File: config.mk
export PLATFORM = sky130hd
export DESIGN_NAME = keypad_debounce_long_repeat
export DESIGN_NICKNAME = d
export VERILOG_FILES = /design/src/rtl/kdlr_pkg.sv /design/src/rtl/keypad_debounce_long_repeat.sv /design/src/rtl/kdlr_regs.sv /design/src/rtl/kdlr_datapath.sv /design/src/rtl/kdlr_ctrl.sv
export SDC_FILE = /design/constraint.sdc
export NUM_CORES = 2
export LEC_CHECK = 0
export ABC_CLOCK_PERIOD_IN_PS = 11300
export BUFFER_PORTS_ARGS = -buffer_cell sky130_fd_sc_hd__buf_2
export CAP_MARGIN = 40
export CORE_MARGIN = 2
export CORE_UTILIZATION = 64
export DETAILED_ROUTE_END_ITERATION = 7
export PLACE_DENSITY = 0.89
export SYNTH_ARGS = -nofsm -noshare
export SYNTH_HDL_FRONTEND = slang
export SYNTH_SLANG_ARGS = --single-unit
File: constraint.sdc
create_clock -name clk -period 11.3 [get_ports clk]
set_input_delay 1.695 -clock clk [delete_from_list [all_inputs] [get_ports clk]]
set_output_delay 1.695 -clock clk [all_outputs]
set_load 0.005 [all_outputs]
File: src/rtl/kdlr_pkg.sv
// kdlr_pkg: shared types and constants for the keypad debounce block.
// Holds the key indexes, register map, config bundle and the control/status structs.
// No dependencies.
`timescale 1ns / 1ps

package kdlr_pkg;

	// Key set
	localparam int NUM_KEYS  = 10;
	localparam int KEY_IDX_W = 4;
	localparam int CODE_W    = 5;
	localparam int CFG_W     = 16;

	localparam logic [KEY_IDX_W-1:0] MENU_BTN   = 4'd0;
	localparam logic [KEY_IDX_W-1:0] SELECT_BTN = 4'd9;
	localparam logic [KEY_IDX_W-1:0] KEY_LAST   = 4'd9;

	// First digit code; digit d is reported as DIGIT_BASE + d
	localparam logic [CODE_W-1:0] DIGIT_BASE = 5'd10;

	// Register map (word index)
	localparam int REG_IDX_W = 3;
	localparam int ADDR_W    = 5;
	localparam int DATA_W    = 32;

	typedef enum logic [REG_IDX_W-1:0] {
		REG_DEBOUNCE     = 3'd0,
		REG_LONG_PRESS   = 3'd1,
		REG_REPEAT_DELAY = 3'd2,
		REG_REPEAT_INTVL = 3'd3,
		REG_REPEAT_MASK  = 3'd4
	} reg_idx_t;

	typedef struct packed {
		logic [CFG_W-1:0]    debounce_time;
		logic [CFG_W-1:0]    long_press_time;
		logic [CFG_W-1:0]    repeat_delay;
		logic [CFG_W-1:0]    repeat_interval;
		logic [NUM_KEYS-1:0] repeat_mask;
	} cfg_t;

	// Controller to datapath
	typedef struct packed {
		logic load;
		logic step;
		logic publish;
	} cmd_t;

	// Datapath to controller
	typedef struct packed {
		logic hit;
		logic last_key;
		logic slot_free;
	} sts_t;

	// One result word
	typedef struct packed {
		logic              event_valid;
		logic [CODE_W-1:0] key_code;
		logic              long_press;
		logic              auto_repeat;
		logic              numeric_state;
	} result_t;

endpackage

File: src/rtl/keypad_debounce_long_repeat.sv
// keypad_debounce_long_repeat: top level of the ten-key debouncer with long press and repeat.
// Depends on kdlr_pkg, kdlr_regs, kdlr_ctrl and kdlr_datapath.
//
//   channel | handshake           | word
//   --------+---------------------+------------------------------------------------
//   in      | in_valid / in_stall | now_ms, raw_levels, editor_active
//   out     | out_valid/out_stall | event_valid, key_code, long_press, auto_repeat,
//           |                     | numeric_state
//   config  | APB psel/penable    | paddr 4*i, pwdata / prdata, pready tied high
//
// A poll loads the inputs, visits one key per cycle (1 to 10 keys, stopping at the first
// event), then moves the result into the output register.
// The key scan is the one shared compare unit stepping over the per-key state.
// Reset releases all keys, clears all times and turns numeric mode off.
// in_stall is high from the load until the result reaches the output register; a
// stalled output only delays that last move while a finished result is held.
`timescale 1ns / 1ps

module keypad_debounce_long_repeat #(
	parameter int TIME_WIDTH = 32
) (
	input  logic                          clk,
	input  logic                          arst_n,
	// Poll input
	input  logic                          in_valid,
	output logic                          in_stall,
	input  logic [31:0]                   now_ms,
	input  logic [kdlr_pkg::NUM_KEYS-1:0] raw_levels,
	input  logic                          editor_active,
	// Event output
	output logic                          out_valid,
	input  logic                          out_stall,
	output logic                          event_valid,
	output logic [kdlr_pkg::CODE_W-1:0]   key_code,
	output logic                          long_press,
	output logic                          auto_repeat,
	output logic                          numeric_state,
	// Configuration
	input  logic                          psel,
	input  logic                          penable,
	input  logic                          pwrite,
	input  logic [kdlr_pkg::ADDR_W-1:0]   paddr,
	input  logic [kdlr_pkg::DATA_W-1:0]   pwdata,
	output logic [kdlr_pkg::DATA_W-1:0]   prdata,
	output logic                          pready
);

	kdlr_pkg::cfg_t    cfg;
	kdlr_pkg::cmd_t    cmd;
	kdlr_pkg::sts_t    sts;
	kdlr_pkg::result_t out_res;

	kdlr_regs u_regs (
		.clk     (clk),
		.arst_n  (arst_n),
		.psel    (psel),
		.penable (penable),
		.pwrite  (pwrite),
		.paddr   (paddr),
		.pwdata  (pwdata),
		.prdata  (prdata),
		.pready  (pready),
		.cfg     (cfg)
	);

	kdlr_ctrl u_ctrl (
		.clk      (clk),
		.arst_n   (arst_n),
		.in_valid (in_valid),
		.in_stall (in_stall),
		.cmd      (cmd),
		.sts      (sts)
	);

	kdlr_datapath #(
		.TIME_WIDTH (TIME_WIDTH)
	) u_datapath (
		.clk           (clk),
		.arst_n        (arst_n),
		.cmd           (cmd),
		.sts           (sts),
		.cfg           (cfg),
		.now_ms        (now_ms),
		.raw_levels    (raw_levels),
		.editor_active (editor_active),
		.out_valid     (out_valid),
		.out_stall     (out_stall),
		.out_res       (out_res)
	);

	// Unpack the result word
	assign event_valid   = out_res.event_valid;
	assign key_code      = out_res.key_code;
	assign long_press    = out_res.long_press;
	assign auto_repeat   = out_res.auto_repeat;
	assign numeric_state = out_res.numeric_state;

endmodule

File: src/rtl/kdlr_regs.sv
// kdlr_regs: APB-style configuration registers for the keypad debounce block.
// Depends on kdlr_pkg for the register map and config bundle.
`timescale 1ns / 1ps

module kdlr_regs (
	input  logic                       clk,
	input  logic                       arst_n,
	input  logic                       psel,
	input  logic                       penable,
	input  logic                       pwrite,
	input  logic [kdlr_pkg::ADDR_W-1:0] paddr,
	input  logic [kdlr_pkg::DATA_W-1:0] pwdata,
	output logic [kdlr_pkg::DATA_W-1:0] prdata,
	output logic                       pready,
	output kdlr_pkg::cfg_t             cfg
);

	kdlr_pkg::cfg_t cfg_q;
	kdlr_pkg::reg_idx_t reg_idx;
	logic wr_en;

	assign pready  = 1'b1;
	assign reg_idx = kdlr_pkg::reg_idx_t'(paddr[kdlr_pkg::ADDR_W-1:2]);
	assign wr_en   = psel && penable && pwrite && pready;
	assign cfg     = cfg_q;

	// Write the addressed register; addresses past the map are dropped
	always_ff @(posedge clk or negedge arst_n) begin
		if (!arst_n) begin
			cfg_q.debounce_time   <= 16'd20;
			cfg_q.long_press_time <= 16'd600;
			cfg_q.repeat_delay    <= 16'd400;
			cfg_q.repeat_interval <= 16'd120;
			cfg_q.repeat_mask     <= '0;
		end else if (wr_en) begin
			unique case (reg_idx)
				kdlr_pkg::REG_DEBOUNCE:     cfg_q.debounce_time   <= pwdata[kdlr_pkg::CFG_W-1:0];
				kdlr_pkg::REG_LONG_PRESS:   cfg_q.long_press_time <= pwdata[kdlr_pkg::CFG_W-1:0];
				kdlr_pkg::REG_REPEAT_DELAY: cfg_q.repeat_delay    <= pwdata[kdlr_pkg::CFG_W-1:0];
				kdlr_pkg::REG_REPEAT_INTVL: cfg_q.repeat_interval <= pwdata[kdlr_pkg::CFG_W-1:0];
				kdlr_pkg::REG_REPEAT_MASK:  cfg_q.repeat_mask     <= pwdata[kdlr_pkg::NUM_KEYS-1:0];
				default: ;
			endcase
		end
	end

	// Read back
	always_comb begin
		prdata = '0;
		unique case (reg_idx)
			kdlr_pkg::REG_DEBOUNCE:     prdata = kdlr_pkg::DATA_W'(cfg_q.debounce_time);
			kdlr_pkg::REG_LONG_PRESS:   prdata = kdlr_pkg::DATA_W'(cfg_q.long_press_time);
			kdlr_pkg::REG_REPEAT_DELAY: prdata = kdlr_pkg::DATA_W'(cfg_q.repeat_delay);
			kdlr_pkg::REG_REPEAT_INTVL: prdata = kdlr_pkg::DATA_W'(cfg_q.repeat_interval);
			kdlr_pkg::REG_REPEAT_MASK:  prdata = kdlr_pkg::DATA_W'(cfg_q.repeat_mask);
			default:                    prdata = '0;
		endcase
	end

endmodule

File: src/rtl/kdlr_datapath.sv
// kdlr_datapath: per-key debounce state, one-key evaluation and the result registers.
// Depends on kdlr_pkg; driven by kdlr_ctrl through cmd_t / sts_t.
`timescale 1ns / 1ps

module kdlr_datapath #(
	parameter int TIME_WIDTH = 32
) (
	input  logic                          clk,
	input  logic                          arst_n,
	input  kdlr_pkg::cmd_t                cmd,
	output kdlr_pkg::sts_t                sts,
	input  kdlr_pkg::cfg_t                cfg,
	input  logic [31:0]                   now_ms,
	input  logic [kdlr_pkg::NUM_KEYS-1:0] raw_levels,
	input  logic                          editor_active,
	output logic                          out_valid,
	input  logic                          out_stall,
	output kdlr_pkg::result_t             out_res
);

	localparam int NK = kdlr_pkg::NUM_KEYS;

	// Captured poll
	logic [TIME_WIDTH-1:0] now_q;
	logic [NK-1:0]         levels_q;
	logic                  editor_q;
	logic [kdlr_pkg::KEY_IDX_W-1:0] idx_q;

	// Per-key state
	logic [NK-1:0]         raw_seen_q;
	logic [NK-1:0]         stable_q;
	logic [NK-1:0]         long_sent_q;
	logic [TIME_WIDTH-1:0] change_q [NK];
	logic [TIME_WIDTH-1:0] press_q  [NK];
	logic [TIME_WIDTH-1:0] lrep_q   [NK];
	logic                  numeric_q;

	// Pending and presented result words
	kdlr_pkg::result_t res_q;
	kdlr_pkg::result_t out_res_q;
	logic              out_valid_q;

	// Evaluation of the current key
	logic                  raw, dual, changed, numeric_edit, is_last;
	logic [TIME_WIDTH-1:0] el_change, el_press, el_rep;
	logic                  deb, rep_due, long_due, rep_fire, long_fire, hit;
	logic [kdlr_pkg::CODE_W-1:0] idx_code, click_code;
	logic                  numeric_next;
	kdlr_pkg::result_t     ev;

	always_comb begin
		raw          = levels_q[idx_q];
		dual         = (idx_q == kdlr_pkg::MENU_BTN) || (idx_q == kdlr_pkg::SELECT_BTN);
		changed      = raw != raw_seen_q[idx_q];
		is_last      = idx_q == kdlr_pkg::KEY_LAST;
		numeric_edit = numeric_q && editor_q;

		// Elapsed times modulo 2^TIME_WIDTH; a fresh raw change restarts at zero
		el_change = changed ? '0 : now_q - change_q[idx_q];
		el_press  = now_q - press_q[idx_q];
		el_rep    = now_q - lrep_q[idx_q];

		deb      = (el_change >= TIME_WIDTH'(cfg.debounce_time)) && (raw != stable_q[idx_q]);
		rep_due  = !stable_q[idx_q] && cfg.repeat_mask[idx_q]
			&& (el_press >= TIME_WIDTH'(cfg.repeat_delay))
			&& (el_rep >= TIME_WIDTH'(cfg.repeat_interval));
		long_due = !stable_q[idx_q] && dual && !long_sent_q[idx_q]
			&& (el_press >= TIME_WIDTH'(cfg.long_press_time));

		// After a settled release the key is stable high, so no repeat or long press follows
		rep_fire  = !deb && rep_due;
		long_fire = !deb && !rep_due && long_due;

		hit = deb ? (!raw || (dual && !long_sent_q[idx_q]))
			: (rep_fire ? !numeric_edit : long_fire);

		idx_code   = kdlr_pkg::CODE_W'(idx_q);
		// Button i maps to digit (i+1) mod 10
		click_code = (idx_q == kdlr_pkg::SELECT_BTN) ? kdlr_pkg::DIGIT_BASE
			: kdlr_pkg::DIGIT_BASE + idx_code + kdlr_pkg::CODE_W'(1);
		if (!numeric_edit)
			click_code = idx_code;

		numeric_next = numeric_q ^ (long_fire && (idx_q == kdlr_pkg::SELECT_BTN));

		ev = '0;
		ev.numeric_state = numeric_next;
		if (hit) begin
			if (deb) begin
				// Dual-role keys stay quiet on press and click on release unless a long press was sent
				ev.event_valid = raw || !dual;
				ev.key_code    = ev.event_valid ? click_code : '0;
			end else begin
				ev.event_valid = 1'b1;
				ev.key_code    = idx_code;
				ev.long_press  = long_fire;
				ev.auto_repeat = rep_fire;
			end
		end
	end

	// Capture the poll
	always_ff @(posedge clk) begin
		if (cmd.load) begin
			now_q    <= now_ms[TIME_WIDTH-1:0];
			levels_q <= raw_levels;
			editor_q <= editor_active;
		end
	end

	// Advance the key index
	always_ff @(posedge clk or negedge arst_n) begin
		if (!arst_n) begin
			idx_q <= '0;
		end else if (cmd.load) begin
			idx_q <= '0;
		end else if (cmd.step && !is_last) begin
			idx_q <= idx_q + kdlr_pkg::KEY_IDX_W'(1);
		end
	end

	// Update the visited key's state
	always_ff @(posedge clk or negedge arst_n) begin
		if (!arst_n) begin
			raw_seen_q  <= '1;
			stable_q    <= '1;
			long_sent_q <= '0;
			numeric_q   <= 1'b0;
			for (int k = 0; k < NK; k++) begin
				change_q[k] <= '0;
				press_q[k]  <= '0;
				lrep_q[k]   <= '0;
			end
		end else if (cmd.step) begin
			raw_seen_q[idx_q] <= raw;
			if (changed)
				change_q[idx_q] <= now_q;
			if (deb) begin
				stable_q[idx_q] <= raw;
				if (!raw) begin
					press_q[idx_q]     <= now_q;
					lrep_q[idx_q]      <= now_q;
					long_sent_q[idx_q] <= 1'b0;
				end
			end
			if (rep_fire)
				lrep_q[idx_q] <= now_q;
			if (long_fire)
				long_sent_q[idx_q] <= 1'b1;
			numeric_q <= numeric_next;
		end
	end

	// Hold the poll's result until the output slot frees up
	always_ff @(posedge clk) begin
		if (cmd.step && (hit || is_last))
			res_q <= ev;
	end

	// Output register
	always_ff @(posedge clk or negedge arst_n) begin
		if (!arst_n) begin
			out_valid_q <= 1'b0;
		end else if (cmd.publish) begin
			out_valid_q <= 1'b1;
		end else if (!out_stall) begin
			out_valid_q <= 1'b0;
		end
	end

	always_ff @(posedge clk) begin
		if (cmd.publish)
			out_res_q <= res_q;
	end

	assign out_valid     = out_valid_q;
	assign out_res       = out_res_q;
	assign sts.hit       = hit;
	assign sts.last_key  = is_last;
	assign sts.slot_free = !out_valid_q || !out_stall;

endmodule

File: src/rtl/kdlr_ctrl.sv
// kdlr_ctrl: controller state machine sequencing one poll over the ten keys.
// Depends on kdlr_pkg; commands kdlr_datapath through cmd_t / sts_t.
`timescale 1ns / 1ps

module kdlr_ctrl (
	input  logic           clk,
	input  logic           arst_n,
	input  logic           in_valid,
	output logic           in_stall,
	output kdlr_pkg::cmd_t cmd,
	input  kdlr_pkg::sts_t sts
);

	typedef enum logic [2:0] {
		ST_IDLE   = 3'b001,
		ST_SCAN   = 3'b010,
		ST_FINISH = 3'b100
	} state_t;

	state_t state_q, state_d;

	// Next state and commands
	always_comb begin
		state_d     = state_q;
		cmd         = '0;
		in_stall    = 1'b1;
		unique case (state_q)
			ST_IDLE: begin
				in_stall = 1'b0;
				if (in_valid) begin
					cmd.load = 1'b1;
					state_d  = ST_SCAN;
				end
			end
			ST_SCAN: begin
				cmd.step = 1'b1;
				if (sts.hit || sts.last_key)
					state_d = ST_FINISH;
			end
			ST_FINISH: begin
				if (sts.slot_free) begin
					cmd.publish = 1'b1;
					state_d     = ST_IDLE;
				end
			end
			default: state_d = ST_IDLE;
		endcase
	end

	always_ff @(posedge clk or negedge arst_n) begin
		if (!arst_n) begin
			state_q <= ST_IDLE;
		end else begin
			state_q <= state_d;
		end
	end

	a_publish_free: assert property (@(posedge clk) disable iff (!arst_n)
		cmd.publish |-> sts.slot_free)
		else $error("result published into an occupied output slot");

	a_scan_ends: assert property (@(posedge clk) disable iff (!arst_n)
		(cmd.step && (sts.hit || sts.last_key)) |=> (state_q == ST_FINISH))
		else $error("scan did not stop at the event or the last key");

	a_one_cmd: assert property (@(posedge clk) disable iff (!arst_n)
		$onehot0({cmd.load, cmd.step, cmd.publish}))
		else $error("more than one datapath command at once");

	a_load_scans: assert property (@(posedge clk) disable iff (!arst_n)
		cmd.load |=> (state_q == ST_SCAN) && $past(!in_stall))
		else $error("poll loaded without starting a scan");

endmodule

After elaboration in Yosys (flattened, before gate mapping)
Cells that the tools add are included.
Storage, ports and cells
  bits in registers: 1134
  latch bits: 0
  RAM bits: 0
  ROM bits: 0
  bits of input ports: 87
  logic and storage cells: 201
  memories kept: 0
Operators by class
  add/sub/neg operators: 6
  $mul: 0
  divide/modulo/power cells: 0
  magnitude comparators: 8
  eq/ne operators: 14
  shift-type cells: 0
  multiplexer cells: 59
  bitwise gates (word level): 10
  reductions and logical operators: 48
Operators by type and width (count)
  $bwmux 320: 4
  $mux 320: 4
  $bmux 32 s4: 3
  $mux 32: 8
  $demux 32 s4: 1
  $ge 32x16->1: 4
  $sub 32x32->32: 3
  $pmux 16 s5: 1
  $mux 10: 4
  $bmux 1 s4: 5
  $bwmux 10: 2
  $logic_and 1x1->1: 19
  $mux 1: 16
  $mux 5: 3
  $reduce_and 2->1: 7
  $and 10x10->10: 1
  $logic_not 1->1: 10
  $not 10->10: 1
  $or 10x10->10: 1
  $eq 3x2->1 const B: 3
  $mux 3: 3
  $pmux 3 s3: 1
  $mux 4: 2
  $eq 3x1->1 const B: 2
  other kinds (24): 37

Longest topological paths before layout
  depth after elaboration: 16
  depth in mapped cells: 35
  depth with buffers taken out: 26

Hierarchy
Synthesis repeated with hierarchy kept, for this count alone.
Unflattened totals
  cell total of the unflattened synthesis: 4604
  area total of the unflattened synthesis: 58914.0 µm²
Modules (own cells, without submodules)
  kdlr_datapath: times used 1, cells an instance 4338, area each 55165.4 µm²
  kdlr_regs: times used 1, cells an instance 247, area each 3582.2 µm²
  kdlr_ctrl: times used 1, cells an instance 19, area each 166.4 µm²

Worst setup path after synthesis
Ideal clock, no wire load.
  path kind: register to register
  start point: reg u_datapath.idx_q[0] in the netlist's numbering
  end point: reg u_datapath.res_q[0] in the netlist's numbering, enable pin
  setup time: 0.378 ns
  arrival: 7.768 ns
  required time: 10.922 ns
  path slack: 3.154 ns
  cell stages (with the launch flop): 31
  clock period less this slack: 8.146 ns
  path through: dfrtp_1 > buf_2 > buf_2 > buf_1 > clkbuf_1 > buf_1 > clkbuf_1 > mux2i_1 > nor2_1 > a21oi_1 > o22a_1 > inv_1 > fa_1 > nand2b_1 > a21boi_0 > o211ai_1 > a21oi_1 > xnor2_1 > nor2_1 > ha_1 > a2111oi_0 > o31a_1 > o2111ai_1 > a2111oi_0 > o2111ai_1 > nor4b_1 > or3_1 > clkbuf_1 > o211ai_1 > o311a_1 > a21oi_1
Between the ends
  longest elaborated chain between the ends: 15
  elaborated cells on any way between the ends: 54
RTL lines
  start, declared: line kdlr_datapath.sv:27  | logic [kdlr_pkg::KEY_IDX_W-1:0] idx_q;
  start signal, assigned: line kdlr_datapath.sv:118  | idx_q <= idx_q + kdlr_pkg::KEY_IDX_W'(1);
  $not 4->5 (implied by the code): line kdlr_datapath.sv:59, kdlr_datapath.sv:60, kdlr_datapath.sv:61
  $bmux 32 s4 (on tied branches): line kdlr_datapath.sv:59, kdlr_datapath.sv:60
  $mux 32 (on tied branches) (2 in series): line kdlr_datapath.sv:59, kdlr_datapath.sv:60
  $sub 32x32->32 (on tied branches): line kdlr_datapath.sv:59, kdlr_datapath.sv:60
  $mux 32 or $ge 32x16->1 (tied branches): line kdlr_datapath.sv:59, kdlr_datapath.sv:65
  $ge 32x16->1 or $logic_and 1x1->1 (tied branches): line kdlr_datapath.sv:63, kdlr_datapath.sv:65
  $logic_and 1x1->1 (on tied branches): line kdlr_datapath.sv:63, kdlr_datapath.sv:66
  $logic_not 1->1 (on tied branches): line kdlr_datapath.sv:71, kdlr_datapath.sv:72
  $logic_and 1x1->1 (2 in series): line kdlr_datapath.sv:72  | long_fire = !deb && !rep_due && long_due;
  $mux 1: line kdlr_datapath.sv:75  | : (rep_fire ? !numeric_edit : long_fire);
  $mux 1: line kdlr_datapath.sv:74  | hit = deb ? (!raw || (dual && !long_sent_q[idx_q]))
  $logic_or 1x1->1 (*): line kdlr_datapath.sv:156  | if (cmd.step && (hit || is_last))
  $logic_and 1x1->1 (*): line kdlr_datapath.sv:156
  end signal, assigned: line kdlr_datapath.sv:157  | res_q <= ev;
  end, declared: line kdlr_datapath.sv:39  | kdlr_pkg::result_t res_q;
Every way passes the cells marked *; elsewhere a longest branch is shown, timed or not. The select of a mux whose other input is x is not followed.
A chain may end at the register's enable or synchronous reset.

Worst setup path in the final report
  start point: reg u_datapath.idx_q[1] in the netlist's numbering
  end point: reg u_datapath.res_q[7] in the netlist's numbering, enable pin
Same word-level chain as after synthesis.

==> flow_metrics.tcl <==
set metrics [dict create \
    fin_crit_sh 0.811 \
    rsz0062_at_grt "no" \
    leakage_nw 29.7 \
    initial_core_util 0.643 \
    synth_ff_type "dfrtp_1" \
    r2r_slack_ns 2.14 \
    slew-limit-headroom 0.221 \
    fillers 5933 \
    final-setup-viol-count 0 \
    portBuffers 95 \
    vias 40000 \
    cp_slowest_cell "dfrtp_4" \
    syn_to_final_growth_pct 8.36 \
    r2r_start "u_datapath.idx_q[1]" \
    place_hpwl_um 98200 \
    setup_ws_ns 2.14 \
    antenna_found_initial 2 \
    maxCapViolCount 0 \
    syn_area_sq_um 59700 \
    postCtsHoldBufs 0 \
    critPathTopFamily "compound AO/OA/AOI/OAI gates" \
    clock_latency_ns 0.71 \
    total_power_mw 15.0 \
    finalWeightedCongestion 0.963 \
    r2r_cells 27 \
    grt_overflow_total 0 \
    ys_top_cells_by_area "dfrtp_1, mux2_2, mux4_2, mux2_4, ha_1" \
    finalMaxSlewViolations 0 \
    dpl_worst_slack_ns 2.26 \
    via_per_inst 6.73 \
    final_nets 4841 \
    cts_setup_buffers 0 \
    grt_pass1_vias 41800 \
    drt-pass1-iter-count 8 \
    max_freq_mhz 109 \
    ant_nets 0 \
    avgSynthCellArea_sq_um 12.9 \
    min_from "u_datapath.long_sent_q[3]" \
    globalRouteTotalUtil 0.334 \
    hold_path.class "reg2reg" \
    drt_iter0_markers 3990 \
    synth_cell_type_count 94 \
    cp.required_ns 11.64 \
    hold_viol 0 \
    die_h_um 309 \
    seq_area_frac_synth 0.479 \
    setup_tns_ns 0 \
    synth_seq_cells 1130 \
    cts-root-buf "clkbuf_16" \
    die_w_um 309 \
    drc 0 \
    synth-edff-count 61 \
    path_buf_inv 3 \
    clock_skew_ns 0.0355 \
    clkPwrFrac 0.263 \
    crit_path_start_kind "flip-flop" \
    cts_made_buffers 115 \
    routedWlPerCell_um 26.6 \
    power.internal_mw 9.40 \
    path_max_fanout 38 \
    r2r-end "u_datapath.res_q[7]" \
    whs_path_depth 2 \
    peakVddDrop_uv 158 \
    routed_wl_um 158000 \
    critPathMaxStageDelay_ns 0.90 \
    arrival_ns 9.50 \
    die_area_sq_um 95800 \
    powerDensity_nw_per_um2 232 \
    hold_end "u_datapath.long_sent_q[3]" \
    htreeDepth 3 \
    core_sq_um 92900 \
    clockBufferDepth 3 \
    yosys_warnings 0 \
    worstMarginPinSlew_ns 1.17 \
    p_sw_mw 5.61 \
    sw_frac_of_total 0.374 \
    cts_tree "built" \
    grt_max_degree 192 \
    sequentialPowerShare 0.333 \
    combPwrFrac 0.403 \
    synth_top_cell_by_area "dfrtp_1" \
    layout_min_cycle_time_ns 9.16 \
    status "finished, final reports clean" \
    cts_resized 0 \
    syn_inst 4639 \
    worstSetupPathType "reg2reg" \
    crit_path_end_kind "flip-flop" \
    synth_top_area_share 0.434 \
    clk_pin_slew_ns 0.06 \
    grt_pass1_wl_um 244000 \
    drive_above_1_share 0.354 \
    ios 131 \
    clock_sinks 1130 \
    async_flop_share 0.946 \
    num_rows 112 \
]
-- layout by cell type, fill, tap and decap left out, types with 31 or more instances in the layout --
cell type | Yosys | final
a21o_1 | 31 | 31
a21oi_1 | 321 | 321
buf_2 | 16 | 94
buf_4 | 56 | 78
clkbuf_16 | 0 | 115
dfrtp_1 | 1035 | 1032
dfstp_2 | 34 | 34
edfxtp_1 | 61 | 61
ha_1 | 166 | 166
inv_1 | 95 | 94
mux2_2 | 669 | 669
mux2_4 | 300 | 300
mux2i_1 | 117 | 117
mux4_2 | 203 | 203
nand2_1 | 225 | 224
nand3_1 | 33 | 33
nand4_1 | 36 | 36
nor2_1 | 303 | 294
nor3_1 | 33 | 33
o21ai_0 | 167 | 167
xnor2_1 | 35 | 35
xor2_1 | 34 | 33
-- worst register-to-register path: cells and delay by family, from the launching register on --
family | cells | cell delay (ns)
simple gates | 7 | 1.28
buf+inv | 3 | 1.13
fa+ha+maj | 3 | 1.00
compound gates | 12 | 3.90
mux | 1 | 0.33
flops | 1 | 0.90
xor+xnor | 1 | 0.26
-- registers in the layout, summed over array words and instances, names as in the netlist, 10 cells and up --
| register | flops |
|---|---|
| u_datapath.raw_seen_q | 10 |
| u_datapath.press_q | 320 |
| u_datapath.now_q | 32 |
| u_datapath.lrep_q | 320 |
| u_datapath.levels_q | 10 |
| u_datapath.change_q | 320 |
| u_regs.cfg | 74 |
| u_datapath.stable_q | 10 |
-- area by class of cell --
class / instances / area (sq um) / share of cell area
multi-input combinational: 3048 / 28700 / 0.444
tap: 1254 / 1570 / 0.0242
sequential: 1130 / 28600 / 0.443
clock buffer: 165 / 3320 / 0.0512
antenna: 1 / 2.50 / 0.0000387
timing repair buffer: 195 / 1500 / 0.0231
inverter: 95 / 359 / 0.00555
clock inverter: 49 / 599 / 0.00926
-- how the worst max path moves through the flow --
stage / start / end / depth (start not counted)
3_5_place_dp: u_datapath.idx_q[1] / u_datapath.res_q[1] / 23
2_1_floorplan: u_datapath.idx_q[0] / u_datapath.res_q[0] / 30
3_3_place_gp: u_datapath.idx_q[0] / u_datapath.res_q[1] / 23
5_1_grt: u_datapath.idx_q[1] / u_datapath.res_q[1] / 24
4_1_cts: u_datapath.idx_q[1] / u_datapath.res_q[8] / 23
6_report: u_datapath.idx_q[1] / u_datapath.res_q[7] / 27
-- metrics by stage --
step	std cells	hold WS, ns	utilization	area [sq um]
global placement	5705	0.458	0.651	60500
CTS	5934	0.478	0.696	64700
floorplan	4654	0.400	-	59800
detailed placement	5720	0.462	0.654	60800
finish	5937	0.478	0.697	64700
global route	5936	0.488	0.696	64700
-- metal layers --
| metal | track usage | wire length, um | vias up |
|---|---|---|---|
| li1 | - | - | 16700 |
| met1 | 0.443 | 61900 | 20700 |
| met2 | 0.539 | 75600 | 2013 |
| met3 | 0.0673 | 13900 | 479 |
| met4 | 0.143 | 6580 | 0 |
| met5 | 0 | 0 | - |
-- logic make-up after synthesis --
family                     count (synthesis)  synth area share
xor gates and xnor gates                  69            0.0101
adders and majority gates                169            0.0358
DFF                                     1130             0.479
and+or+nand+nor                          768            0.0607
buffers and inverters                    476            0.0422
muxes                                   1289             0.298
AOI/OAI and AO/OA                        736            0.0740
other                                      2          0.000126
-- power groups by stage --
stage	logic (mW)	clock network (mW)	registers, mW
finish	6.05	3.95	5.00
global route	6.52	4.15	5.04
CTS	5.93	3.99	4.98
detailed placement	5.85	0	5.04
global placement	5.68	0	5.00
floorplan	4.37	0	4.89
-- synth_stat cells (all sizes together), types with 34 or more instances --
master  number
a21oi      325
buf        178
clkbuf     203
dfrtp     1035
dfstp       34
edfxtp      61
ha         166
inv         95
mux2       969
mux2i      117
mux4       203
nand2      226
nand4       36
nor2       314
nor3        34
o21ai      173
xnor2       35
xor2        34
No activity file was read; power rests on OpenSTA's default activity.
